==> src/rtl/round_robin_thread_scheduler_assert.svh <==
// assertion macros for the scheduler top level
`ifndef ROUND_ROBIN_THREAD_SCHEDULER_ASSERT_SVH
`define ROUND_ROBIN_THREAD_SCHEDULER_ASSERT_SVH

// same-cycle implication, checked out of reset
`define RRTS_ASSERT_NOW(lbl, clk, rst_n, ante, cons, msg) \
    lbl: assert property (@(posedge clk) disable iff (!rst_n) (ante) |-> (cons)) \
        else $error(msg);

// next-cycle implication, checked out of reset
`define RRTS_ASSERT_NEXT(lbl, clk, rst_n, ante, cons, msg) \
    lbl: assert property (@(posedge clk) disable iff (!rst_n) (ante) |=> (cons)) \
        else $error(msg);

`endif

==> src/rtl/rrts_pkg.sv <==
package rrts_pkg;

    localparam int MAX_SLOTS = 64;
    localparam int IDX_W     = 6;
    localparam int ID_W      = 32;

    typedef enum logic [1:0] {
        REQ_ALLOC = 2'd0,
        REQ_TICK  = 2'd1,
        REQ_SLEEP = 2'd2,
        REQ_EXIT  = 2'd3
    } t_req;

    typedef enum logic [2:0] {
        ST_UNUSED   = 3'd0,
        ST_READY    = 3'd1,
        ST_RUNNING  = 3'd2,
        ST_SLEEPING = 3'd3,
        ST_ZOMBIE   = 3'd4
    } t_slot_st;

    typedef enum logic [1:0] {
        STS_OK      = 2'd0,
        STS_NO_SLOT = 2'd1,
        STS_HALTED  = 2'd2
    } t_status;

    // controller to datapath
    typedef struct packed {
        logic accept;
        logic prep;
        logic wake;
        logic sel;
        logic load;
    } t_cmd;

    // datapath to controller
    typedef struct packed {
        t_req req;
        logic halted;
        logic out_free;
    } t_sts;

    // lowest set bit: {found, index}
    function automatic logic [IDX_W:0] f_lowest(input logic [MAX_SLOTS-1:0] v);
        logic [IDX_W:0] r;
        r = '0;
        for (int i = MAX_SLOTS - 1; i >= 0; i--) begin
            if (v[i]) begin
                r = {1'b1, IDX_W'(i)};
            end
        end
        return r;
    endfunction

endpackage

==> src/rtl/round_robin_thread_scheduler.sv <==
// an accepted request runs prepare, then wake (tick, sleep) and select (tick, sleep, exit), then push;
// alloc and halted requests go from prepare straight to push, which waits for a free output register
// the prepare, wake and select passes over the slot table run in turn, so a new request is taken
// only after push; a waiting result sits in the output register while the next item is taken
// reset: synchronous, active low; slot 0 running, others unused, ids start at 1
module round_robin_thread_scheduler
    import rrts_pkg::*;
#(
    parameter int NUM_SLOTS  = 64,
    parameter int TICK_WIDTH = 32
) (
    input  logic        i_clk,
    input  logic        i_rst_n,
    input  logic        i_s_tvalid,
    output logic        o_s_tready,
    input  logic [71:0] i_s_tdata,   // req_type[1:0], now_tick[33:2], sleep_ticks[65:34], zero pad
    output logic        o_m_tvalid,
    input  logic        i_m_tready,
    output logic [47:0] o_m_tdata    // status[1:0], running_slot[7:2], switched[8],
                                     // new_slot[14:9], new_id[46:15], zero pad
);

    `include "round_robin_thread_scheduler_assert.svh"

    t_cmd             w_cmd;
    t_sts             w_sts;
    logic [1:0]       w_status;
    logic [IDX_W-1:0] w_running;
    logic             w_switched;
    logic [IDX_W-1:0] w_new_slot;
    logic [ID_W-1:0]  w_new_id;

    // request sequencing
    rrts_ctrl u_ctrl (
        .i_clk   (i_clk),
        .i_rst_n (i_rst_n),
        .i_valid (i_s_tvalid),
        .o_ready (o_s_tready),
        .i_sts   (w_sts),
        .o_cmd   (w_cmd)
    );

    // slot table, wake compare, round-robin pick, result and output registers
    rrts_dp #(
        .NUM_SLOTS  (NUM_SLOTS),
        .TICK_WIDTH (TICK_WIDTH)
    ) u_dp (
        .i_clk      (i_clk),
        .i_rst_n    (i_rst_n),
        .i_cmd      (w_cmd),
        .o_sts      (w_sts),
        .i_req      (i_s_tdata[1:0]),
        .i_now      (i_s_tdata[33:2]),
        .i_dur      (i_s_tdata[65:34]),
        .i_m_tready (i_m_tready),
        .o_m_tvalid (o_m_tvalid),
        .o_status   (w_status),
        .o_running  (w_running),
        .o_switched (w_switched),
        .o_new_slot (w_new_slot),
        .o_new_id   (w_new_id)
    );

    // pack result fields, lowest first
    assign o_m_tdata = {1'b0, w_new_id, w_new_slot, w_switched, w_running, w_status};

    // a result is never loaded over one the sink has not yet taken
    `RRTS_ASSERT_NOW(a_no_overwrite, i_clk, i_rst_n, w_cmd.load,
                     !o_m_tvalid || i_m_tready, "result overwritten")

    // once halted, the scheduler stays halted until reset
    `RRTS_ASSERT_NEXT(a_halt_sticky, i_clk, i_rst_n, w_sts.halted,
                      w_sts.halted, "halt flag dropped")

    // every accepted item starts its prepare pass in the next cycle
    `RRTS_ASSERT_NEXT(a_accept_prep, i_clk, i_rst_n, i_s_tvalid && o_s_tready,
                      w_cmd.prep && !o_s_tready, "accepted item not started")

endmodule

==> src/rtl/rrts_ctrl.sv <==
module rrts_ctrl
    import rrts_pkg::*;
(
    input  logic i_clk,
    input  logic i_rst_n,
    input  logic i_valid,
    output logic o_ready,
    input  t_sts i_sts,
    output t_cmd o_cmd
);

    typedef enum logic [4:0] {
        S_IDLE = 5'b00001,
        S_PREP = 5'b00010,
        S_WAKE = 5'b00100,
        S_SEL  = 5'b01000,
        S_PUSH = 5'b10000
    } t_fsm;

    t_fsm r_state;
    t_fsm n_state;

    always_ff @(posedge i_clk) begin
        if (!i_rst_n) begin
            r_state <= S_IDLE;
        end else begin
            r_state <= n_state;
        end
    end

    always_comb begin
        n_state = r_state;
        case (r_state)
            S_IDLE: begin
                if (i_valid) begin
                    n_state = S_PREP;
                end
            end
            S_PREP: begin
                if (i_sts.halted || i_sts.req == REQ_ALLOC) begin
                    n_state = S_PUSH;
                end else if (i_sts.req == REQ_EXIT) begin
                    n_state = S_SEL;
                end else begin
                    n_state = S_WAKE;
                end
            end
            S_WAKE: n_state = S_SEL;
            S_SEL:  n_state = S_PUSH;
            S_PUSH: begin
                if (i_sts.out_free) begin
                    n_state = S_IDLE;
                end
            end
            default: n_state = S_IDLE;
        endcase
    end

    assign o_ready      = (r_state == S_IDLE);
    assign o_cmd.accept = (r_state == S_IDLE) && i_valid;
    assign o_cmd.prep   = (r_state == S_PREP);
    assign o_cmd.wake   = (r_state == S_WAKE);
    assign o_cmd.sel    = (r_state == S_SEL);
    assign o_cmd.load   = (r_state == S_PUSH) && i_sts.out_free;

endmodule

==> src/rtl/rrts_dp.sv <==
module rrts_dp
    import rrts_pkg::*;
#(
    parameter int NUM_SLOTS  = 64,
    parameter int TICK_WIDTH = 32
) (
    input  logic             i_clk,
    input  logic             i_rst_n,
    input  t_cmd             i_cmd,
    output t_sts             o_sts,
    input  logic [1:0]       i_req,
    input  logic [31:0]      i_now,
    input  logic [31:0]      i_dur,
    input  logic             i_m_tready,
    output logic             o_m_tvalid,
    output logic [1:0]       o_status,
    output logic [IDX_W-1:0] o_running,
    output logic             o_switched,
    output logic [IDX_W-1:0] o_new_slot,
    output logic [ID_W-1:0]  o_new_id
);

    localparam int SW = (NUM_SLOTS > 1) ? $clog2(NUM_SLOTS) : 1;

    // slot table, one cell per slot with its own wake comparator
    t_slot_st              r_st   [NUM_SLOTS];
    logic [TICK_WIDTH-1:0] r_wake [NUM_SLOTS];

    logic [SW-1:0]         r_cur;
    logic [ID_W-1:0]       r_next_id;
    logic                  r_halt;

    t_req                  r_req;
    logic [TICK_WIDTH-1:0] r_now;
    logic [TICK_WIDTH-1:0] r_dur;

    t_status               r_res_status;
    logic                  r_res_sw;
    logic [IDX_W-1:0]      r_res_nslot;
    logic [ID_W-1:0]       r_res_nid;

    logic                  r_out_valid;
    logic [1:0]            r_out_status;
    logic [IDX_W-1:0]      r_out_running;
    logic                  r_out_sw;
    logic [IDX_W-1:0]      r_out_nslot;
    logic [ID_W-1:0]       r_out_nid;

    logic [NUM_SLOTS-1:0]  w_ready;
    logic [NUM_SLOTS-1:0]  w_unused;
    logic [NUM_SLOTS-1:0]  w_due;
    logic [NUM_SLOTS-1:0]  w_above;
    logic [IDX_W:0]        w_free;
    logic [IDX_W:0]        w_hi;
    logic [IDX_W:0]        w_lo;
    logic [SW-1:0]         w_free_idx;
    logic [SW-1:0]         w_pick;
    logic [SW-1:0]         w_tgt;
    logic                  w_halt_now;
    logic                  w_do_switch;
    t_slot_st              w_cur_st;
    logic [TICK_WIDTH:0]   w_sum;
    logic [TICK_WIDTH-1:0] w_sat;
    logic                  w_out_free;

    always_comb begin
        for (int i = 0; i < NUM_SLOTS; i++) begin
            w_ready[i]  = (r_st[i] == ST_READY);
            w_unused[i] = (r_st[i] == ST_UNUSED);
            w_due[i]    = (r_st[i] == ST_SLEEPING) && (r_now >= r_wake[i]);
            w_above[i]  = (SW'(i) > r_cur);
        end
    end

    assign w_cur_st   = r_st[r_cur];
    assign w_free     = f_lowest(MAX_SLOTS'(w_unused));
    assign w_hi       = f_lowest(MAX_SLOTS'(w_ready & w_above));
    assign w_lo       = f_lowest(MAX_SLOTS'(w_ready));
    assign w_free_idx = SW'(w_free[IDX_W-1:0]);

    // round robin: first ready above the current slot, else wrap to the lowest
    always_comb begin
        if (w_hi[IDX_W]) begin
            w_pick = SW'(w_hi[IDX_W-1:0]);
        end else if (w_lo[IDX_W]) begin
            w_pick = SW'(w_lo[IDX_W-1:0]);
        end else begin
            w_pick = r_cur;
        end
    end

    // exit with nothing ready falls back to slot 0, halts if that is a zombie
    always_comb begin
        w_tgt      = w_pick;
        w_halt_now = 1'b0;
        if (r_req == REQ_EXIT && w_pick == r_cur) begin
            w_tgt      = '0;
            w_halt_now = (r_st[0] == ST_ZOMBIE);
        end
    end

    assign w_do_switch = !r_halt && !w_halt_now && (w_tgt != r_cur);

    // saturating wake tick
    assign w_sum = {1'b0, r_now} + {1'b0, r_dur};
    assign w_sat = w_sum[TICK_WIDTH] ? '1 : w_sum[TICK_WIDTH-1:0];

    always_ff @(posedge i_clk) begin
        if (i_cmd.accept) begin
            r_req <= t_req'(i_req);
            r_now <= TICK_WIDTH'(i_now);
            r_dur <= TICK_WIDTH'(i_dur);
        end
    end

    always_ff @(posedge i_clk) begin
        if (!i_rst_n) begin
            for (int i = 0; i < NUM_SLOTS; i++) begin
                r_st[i] <= (i == 0) ? ST_RUNNING : ST_UNUSED;
            end
        end else begin
            if (i_cmd.prep && !r_halt) begin
                case (r_req)
                    REQ_ALLOC: begin
                        if (w_free[IDX_W]) begin
                            r_st[w_free_idx] <= ST_READY;
                        end
                    end
                    REQ_SLEEP: r_st[r_cur] <= ST_SLEEPING;
                    REQ_EXIT:  r_st[r_cur] <= ST_ZOMBIE;
                    default: ;
                endcase
            end
            if (i_cmd.wake) begin
                for (int i = 0; i < NUM_SLOTS; i++) begin
                    if (w_due[i]) begin
                        r_st[i] <= ST_READY;
                    end
                end
            end
            if (i_cmd.sel && w_do_switch) begin
                if (w_cur_st == ST_RUNNING) begin
                    r_st[r_cur] <= ST_READY;
                end
                r_st[w_tgt] <= ST_RUNNING;
            end
        end
    end

    // wake ticks are read only for sleeping slots, which always wrote theirs
    always_ff @(posedge i_clk) begin
        if (i_cmd.prep && !r_halt && r_req == REQ_SLEEP) begin
            r_wake[r_cur] <= w_sat;
        end
    end

    always_ff @(posedge i_clk) begin
        if (!i_rst_n) begin
            r_cur     <= '0;
            r_next_id <= ID_W'(1);
            r_halt    <= 1'b0;
        end else begin
            if (i_cmd.prep && !r_halt && r_req == REQ_ALLOC && w_free[IDX_W]) begin
                r_next_id <= r_next_id + ID_W'(1);
            end
            if (i_cmd.sel && w_do_switch) begin
                r_cur <= w_tgt;
            end
            if (i_cmd.sel && !r_halt && w_halt_now) begin
                r_halt <= 1'b1;
            end
        end
    end

    always_ff @(posedge i_clk) begin
        if (i_cmd.prep) begin
            r_res_status <= STS_OK;
            r_res_sw     <= 1'b0;
            r_res_nslot  <= '0;
            r_res_nid    <= '0;
            if (r_halt) begin
                r_res_status <= STS_HALTED;
            end else if (r_req == REQ_ALLOC) begin
                if (w_free[IDX_W]) begin
                    r_res_nslot <= w_free[IDX_W-1:0];
                    r_res_nid   <= r_next_id;
                end else begin
                    r_res_status <= STS_NO_SLOT;
                end
            end
        end
        if (i_cmd.sel) begin
            r_res_sw <= w_do_switch;
            if (w_halt_now) begin
                r_res_status <= STS_HALTED;
            end
        end
    end

    assign w_out_free = !r_out_valid || i_m_tready;

    always_ff @(posedge i_clk) begin
        if (!i_rst_n) begin
            r_out_valid <= 1'b0;
        end else if (i_cmd.load) begin
            r_out_valid <= 1'b1;
        end else if (i_m_tready) begin
            r_out_valid <= 1'b0;
        end
    end

    always_ff @(posedge i_clk) begin
        if (i_cmd.load) begin
            r_out_status  <= r_res_status;
            r_out_running <= IDX_W'(r_cur);
            r_out_sw      <= r_res_sw;
            r_out_nslot   <= r_res_nslot;
            r_out_nid     <= r_res_nid;
        end
    end

    assign o_sts.req      = r_req;
    assign o_sts.halted   = r_halt;
    assign o_sts.out_free = w_out_free;

    assign o_m_tvalid = r_out_valid;
    assign o_status   = r_out_status;
    assign o_running  = r_out_running;
    assign o_switched = r_out_sw;
    assign o_new_slot = r_out_nslot;
    assign o_new_id   = r_out_nid;

endmodule

==> config.mk <==
export PLATFORM = sky130hd
export DESIGN_NAME = round_robin_thread_scheduler
export DESIGN_NICKNAME = d
export VERILOG_FILES = /design/src/rtl/rrts_pkg.sv /design/src/rtl/round_robin_thread_scheduler.sv /design/src/rtl/rrts_ctrl.sv /design/src/rtl/rrts_dp.sv
export VERILOG_INCLUDE_DIRS = /design/src /design/src/rtl
export SDC_FILE = /design/constraint.sdc
export NUM_CORES = 2
export LEC_CHECK = 0
export BUFFER_PORTS_ARGS = -buffer_cell sky130_fd_sc_hd__buf_4
export CAP_MARGIN = 15
export CORE_ASPECT_RATIO = 1.1
export CORE_MARGIN = 2
export CORE_UTILIZATION = 45
export DETAILED_ROUTE_END_ITERATION = 10
export GPL_TIMING_DRIVEN = 0
export REMOVE_ABC_BUFFERS = 1
export SYNTH_ARGS = -nofsm -noshare
export SYNTH_HDL_FRONTEND = slang
export SYNTH_SLANG_ARGS = --single-unit
==> constraint.sdc <==
create_clock -name i_clk -period 8.8 [get_ports i_clk]
set_clock_uncertainty 0.1 [all_clocks]
set_input_delay 1.76 -clock i_clk [delete_from_list [all_inputs] [get_ports i_clk]]
set_output_delay 1.76 -clock i_clk [all_outputs]
set_load 0.01 [all_outputs]
; After elaboration in Yosys (flattened, before gate mapping)
; Memories as Yosys holds them, arrays and structs flattened. A register that Yosys moved wholly into a read port is not among the register bits.
; Index checks and enable logic that the tools add are counted.
[word_totals]
ff_bits = 199
latchBits = 0
ramBits = 2240
rom_bits = 0
inputBits = 76
out_inout_bits = 50
word_cells = 1080
mem_count = 2
[classes]
add_sub_neg = 2
mul = 0
div_mod_pow = 0
order_cmp = 128
eq_ne = 141
shift = 0
n_mux = 568
n_bitwise = 69
n_reduce_logical = 153
[memory_table]
columns = memory, depth, width, read_ports, rd_ports_with_merged_regs, write_ports, line_no
row1 = u_dp.r_wake, 64, 32, 64, 0, 1, rrts_dp.sv:27  ; logic [TICK_WIDTH-1:0] r_wake [NUM_SLOTS];
row2 = u_dp.r_st, 64, 3, 65, 1, 64, rrts_dp.sv:26  ; t_slot_st r_st [NUM_SLOTS];
[ops]
columns = cell, n
row1 = 32-bit >= comparator, 64
row2 = 7-bit 2-to-1 mux, 192
row3 = 1-bit 2-to-1 mux, 288
row4 = 3-bit 2-to-1 mux, 69
row5 = 3-bit by 2-bit equality test with 1-bit output (second input constant), 65
row6 = 3-bit by 1-bit equality test with 1-bit output (second input constant), 64
row7 = 6-bit > comparator (first input constant), 32
row8 = 3-bit zero test, 64
row9 = 5-bit by 6-bit > comparator with 1-bit output (first input constant), 16
row10 = 1-bit logical AND, 76
row11 = 1-bit bitwise OR, 66
row12 = 64-bit AND, 1
row13 = 4-bit by 6-bit > comparator with 1-bit output (first input constant), 8
row14 = 6-bit 2-to-1 mux, 8
row15 = 32-bit by 32-bit adder with 33-bit output, 1
row16 = 32-bit by 1-bit adder with 32-bit output (second input constant), 1
row17 = 32-bit 2-to-1 mux, 1
row18 = 5-bit case mux with 5 select lines, 1
row19 = 3-bit by 6-bit > comparator with 1-bit output (first input constant), 4
row20 = 5-bit 2-to-1 mux, 3
row21 = 1-bit by 6-bit > comparator with 1-bit output (first input constant), 2
row22 = 2-bit by 6-bit > comparator with 1-bit output (first input constant), 2
row23 = 3-bit OR reduction, 4
row24 = 2-bit 2-to-1 mux, 5
row25 = 18 further kinds, 24

; Logic depth before layout (Yosys ltp)
; An unclocked memory read counts as a cell.
[depth]
ltp_word = 81
mapped_depth = 20
mapped_depth_nobuf = 17

; By module
; From an unflattened synthesis, not the netlist that was laid out.
[unflattened]
hier_cells = 12048
hier_area_um2 = 137543.2
[by_module_without_submodules]
columns = module, n_inst, cells_each, area_each_um2, seq_area_each_um2
row1 = rrts_dp, 1, 12000, 137187.8, 70868.0
row2 = rrts_ctrl, 1, 45, 336.6, 100.1
row3 = round_robin_thread_scheduler, 1, 3, 18.8, 0.0

; Worst setup path after synthesis
; OpenSTA, ideal clock, no wires.
[synth_path]
path_kind = flip-flop to flip-flop
from = reg u_dp.r_now[7]
to = mem u_dp.r_wake[0][27] (data pin)
setup_time_ns = 0.702
arrival_ns = 6.444
t_required_ns = 7.998
path_slack_ns = 1.555
path_stages_with_launch = 13
path_buffers = 0
period_less_slack_ns = 7.245
cell_sequence = edfxtp_1 > ha_1 > a21oi_1 > o21bai_1 > a2111oi_0 > nand2_1 > a31oi_1 > nor3_1 > o31ai_1 > o21ai_0 > o211ai_1 > o21ai_0 > o21ai_0
[synth_via]
elab_chain_len = 2
[synth_rtl]
columns = element, line_no
row1 = start: declaration, rrts_dp.sv:34  ; logic [TICK_WIDTH-1:0] r_now;
row2 = start signal: assignment, rrts_dp.sv:111  ; r_now <= TICK_WIDTH'(i_now);
row3 = 32-bit by 32-bit adder with 33-bit output, rrts_dp.sv:105  ; assign w_sum = {1'b0, r_now} + {1'b0, r_dur};
row4 = 32-bit 2-to-1 mux, rrts_dp.sv:106  ; assign w_sat = w_sum[TICK_WIDTH] ? '1 : w_sum[TICK_WIDTH-1:0];
row5 = net u_dp.w_sat[27], rrts_dp.sv:63  ; logic [TICK_WIDTH-1:0] w_sat;
row6 = end: declaration, rrts_dp.sv:27
; The timed path passes the listed nets, and every way through them passes these cells.

==> metrics.yaml <==
cap_violations: 0
wl_mm: 482
p_comb_frac: 0.166
cp-start-kind: "register"
clkSlewWorstSetupHoldPaths_ns: 0.07
vias: 98700
via_per_inst: 5.96
ys_seq_elements: 2445
synthAdderAreaFrac: 0.191
grt_max_degree: 98
antenna_found_initial: 36
startpoint: "u_dp.r_cur[1]$_SDFFE_PN0N_"
drive_gt1_frac: 0.0972
hpwl_mm: 345
crit_required_ns: 9.48
tightest_slew_ns: 1.30
drtIter0Drc: 10400
synth-simple-area-share: 0.101
status: "complete, no violations"
portBuffers: 118
grt_use_total: 0.310
areaGrowthSynthToFinish_pct: 17.7
rsz0062_at_grt: "false"
synth_area_per_cell_um2: 11.6
ioPinCount: 126
synth_area_mm2: 0.136
preCtsSetupSlack_ns: 1.21
fin_setup_tns_ns: 0
htree_num_levels: 5
worst-r2r-setup-slack_ns: 0.86
globalRouteOverflowTotal: 0
worstPathArrival_ns: 8.61
hold_viol_final: 0
r2r_start: "u_dp.r_cur[1]$_SDFFE_PN0N_"
synth_top_family_by_area: "adder cells"
ctsResizeCount: 0
synthMuxAreaShare: 0.00859
drtAntennaViolNets: 0
yosys_warnings: 0
die-height_um: 581
clock_path_buffers: 4
fillers: 25000
setup_viol: 0
slew_violations: 0
dieArea_mm2: 0.307
drtPass1Iterations: 5
layout_commonest_cell: "edfxtp_1"
setup_slack_ns: 0.865
p_leak_nw: 70.4
cts_setup_buffers: 0
core.rowCount: 211
cts_tree: "built"
async_flop_share: 0
core_mm2: 0.301
synth_xor_area_frac: 0.00309
intPower_w: 0.0215
p_clk_frac: 0.386
worstHoldPathType: "register to register"
r2r-end: "u_dp.r_st[15][0]$_SDFFE_PP0P_"
finalWorstPathRequiredPeriod_ns: 7.94
synth-seq-area-share: 0.521
avgRoutedWirePerCell_um: 29.1
place_congestion: 1.01
ys.flop_type: "edfxtp_1"
cts_buffers: 278
synth_cell_types: 105
timing.fmax_mhz: 126
critPathMaxFanout: 24
power.switching_w: 0.00841
postCtsHoldBufs: 0
start_util: 0.453
power_density_mw_per_mm2: 187
final_cell_mix: "edfxtp_1 (2,200), ha_1 (2,081), inv_1 (2,051)"
synth-compound-area-share: 0.113
clock_latency_ns: 0.91
first_global_vias: 97100
critPathKind: "register to register"
switching_share: 0.281
reg2reg_depth: 15
final.period_utilization: 0.902
cts_root_buf: "clkbuf_16"
die_w_um: 528
cts_sinks: 2445
crit_end: "u_dp.r_st[15][0]$_SDFFE_PP0P_"
synth-edff-count: 2200
grt_pass1_wl_mm: 683
netlist_instances: 11700
worst_ir_drop_vdd_uv: 251
seq_power_share: 0.448
drcViolationCount: 0
nets: 14600
slew_headroom: 0.127
worstSetupEndpointType: "register"
[layout make-up]
class | instances | area [um2] | share of cell area
Multi-Input combinational cell | 7084 | 57900 | 0.361
Inverter | 2054 | 7720 | 0.0482
Clock inverter | 138 | 1340 | 0.00837
Timing Repair Buffer | 532 | 9940 | 0.0620
Sequential cell | 2445 | 71000 | 0.443
Tap cell | 3940 | 4930 | 0.0308
Clock buffer | 354 | 7490 | 0.0467
Antenna cell | 13 | 32.5 | 0.000203
[synth_stat cells (all sizes together) (40+ instances only)]
| master | count | area (um2) |
|---|---|---|
| edfxtp | 2200 | 66100 |
| ha | 2081 | 26000 |
| inv | 2053 | 7710 |
| a21oi | 577 | 2890 |
| o21ai | 534 | 2670 |
| a21o | 485 | 3640 |
| nor2 | 448 | 1680 |
| nand2 | 361 | 1360 |
| nor2b | 302 | 1890 |
| nand2b | 285 | 1780 |
| nand4 | 259 | 1620 |
| dfxtp | 245 | 4900 |
| nor3 | 183 | 926 |
| nor4 | 109 | 697 |
| o21a | 106 | 796 |
| nor3b | 102 | 766 |
| clkbuf | 100 | 375 |
| nand3 | 94 | 470 |
| a211oi | 87 | 658 |
| and3 | 87 | 544 |
| mux2i | 82 | 821 |
| a31oi | 81 | 507 |
| o211ai | 75 | 568 |
| and2 | 65 | 409 |
| o2111ai | 47 | 412 |
| buf | 44 | 228 |
| a32oi | 40 | 561 |
[worst max-delay path: stages, from the launching register on]
cell	delay [ns]
dfxtp_2	0.83
buf_16	0.25
and3b_1	0.79
a21boi_0	0.29
o21ai_0	0.46
nand4bb_1	0.39
or3_4	0.53
o31a_1	0.35
a21boi_0	0.17
a22oi_2	0.54
xnor2_1	0.22
and3_1	0.32
a211oi_1	0.69
and2_1	0.88
nand2_1	0.57
o22a_1	0.37
[cell families after synthesis]
family | count (synthesis)
AND/OR/NAND/NOR | 2501
multiplexers | 104
XOR/XNOR | 48
flip-flops | 2445
other | 1
buffers and inverters | 2198
AO/OA/AOI/OAI | 2347
adder cells (fa/ha/maj) | 2083
[stage by stage]
| stage | util | cell area [um2] | total power (W) | hold slack (ns) | std cells |
|---|---|---|---|---|---|
| after CTS | 0.533 | 160000 | 0.0300 | 0.319 | 16500 |
| after floorplan | - | 136000 | 0.0153 | 0.300 | 11600 |
| after detailed placement | 0.504 | 151000 | 0.0186 | 0.305 | 16100 |
| after global placement | 0.470 | 141000 | 0.0179 | 0.304 | 15600 |
| after global routing | 0.533 | 160000 | 0.0307 | 0.323 | 16600 |
| final | 0.533 | 160000 | 0.0300 | 0.314 | 16600 |
[sequential cells by signal, indices dropped and copies added, names as in the netlist, 2 cells and up, named ones only]
name / cells
u_dp.r_next_id: 32
u_dp.r_wake: 2048
u_dp.r_dur: 32
u_dp.r_res_status: 2
u_dp.r_st: 192
u_dp.r_req: 2
u_dp.r_res_nid: 32
u_dp.r_cur: 6
u_ctrl.r_state: 5
u_dp.r_res_nslot: 6
u_dp.o_status: 2
u_dp.r_now: 32
u_dp.o_running: 6
u_dp.o_new_slot: 6
u_dp.o_new_id: 32
[metal layers]
layer,up-vias,GRT usage,share of wire
met5,-,0,0.000041
met4,2,0.134,0.049
met3,1094,0.0491,0.079
met2,4225,0.487,0.45
met1,49300,0.423,0.42
li1,44100,-,-
[power groups by stage]
| stage | clock, W | sequential (W) | combinational [W] |
|---|---|---|---|
| 2_1_floorplan | 0 | 0.0138 | 0.00151 |
| 3_3_place_gp | 0 | 0.0146 | 0.00327 |
| 3_5_place_dp | 0 | 0.0137 | 0.00489 |
| 4_1_cts | 0.0117 | 0.0134 | 0.00492 |
| 5_1_grt | 0.0121 | 0.0134 | 0.00519 |
| 6_report | 0.0116 | 0.0134 | 0.00498 |
[how the worst min path moves through the flow]
stage                                                 from                          end  cells past startpoint
final                     u_dp.r_res_nid[27]$_SDFFCE_PP0P_  u_dp.o_new_id[27]$_DFFE_PP_                      0
after detailed placement  u_dp.r_res_nid[12]$_SDFFCE_PP0P_  u_dp.o_new_id[12]$_DFFE_PP_                      0
after global placement     u_dp.r_res_nid[6]$_SDFFCE_PP0P_   u_dp.o_new_id[6]$_DFFE_PP_                      0
after floorplan            u_dp.r_res_nid[0]$_SDFFCE_PP0P_   u_dp.o_new_id[0]$_DFFE_PP_                      0
after CTS                 u_dp.r_res_nid[12]$_SDFFCE_PP0P_  u_dp.o_new_id[12]$_DFFE_PP_                      0
after global routing      u_dp.r_res_nid[14]$_SDFFCE_PP0P_  u_dp.o_new_id[14]$_DFFE_PP_                      0
(Power assumes the default switching activity.)
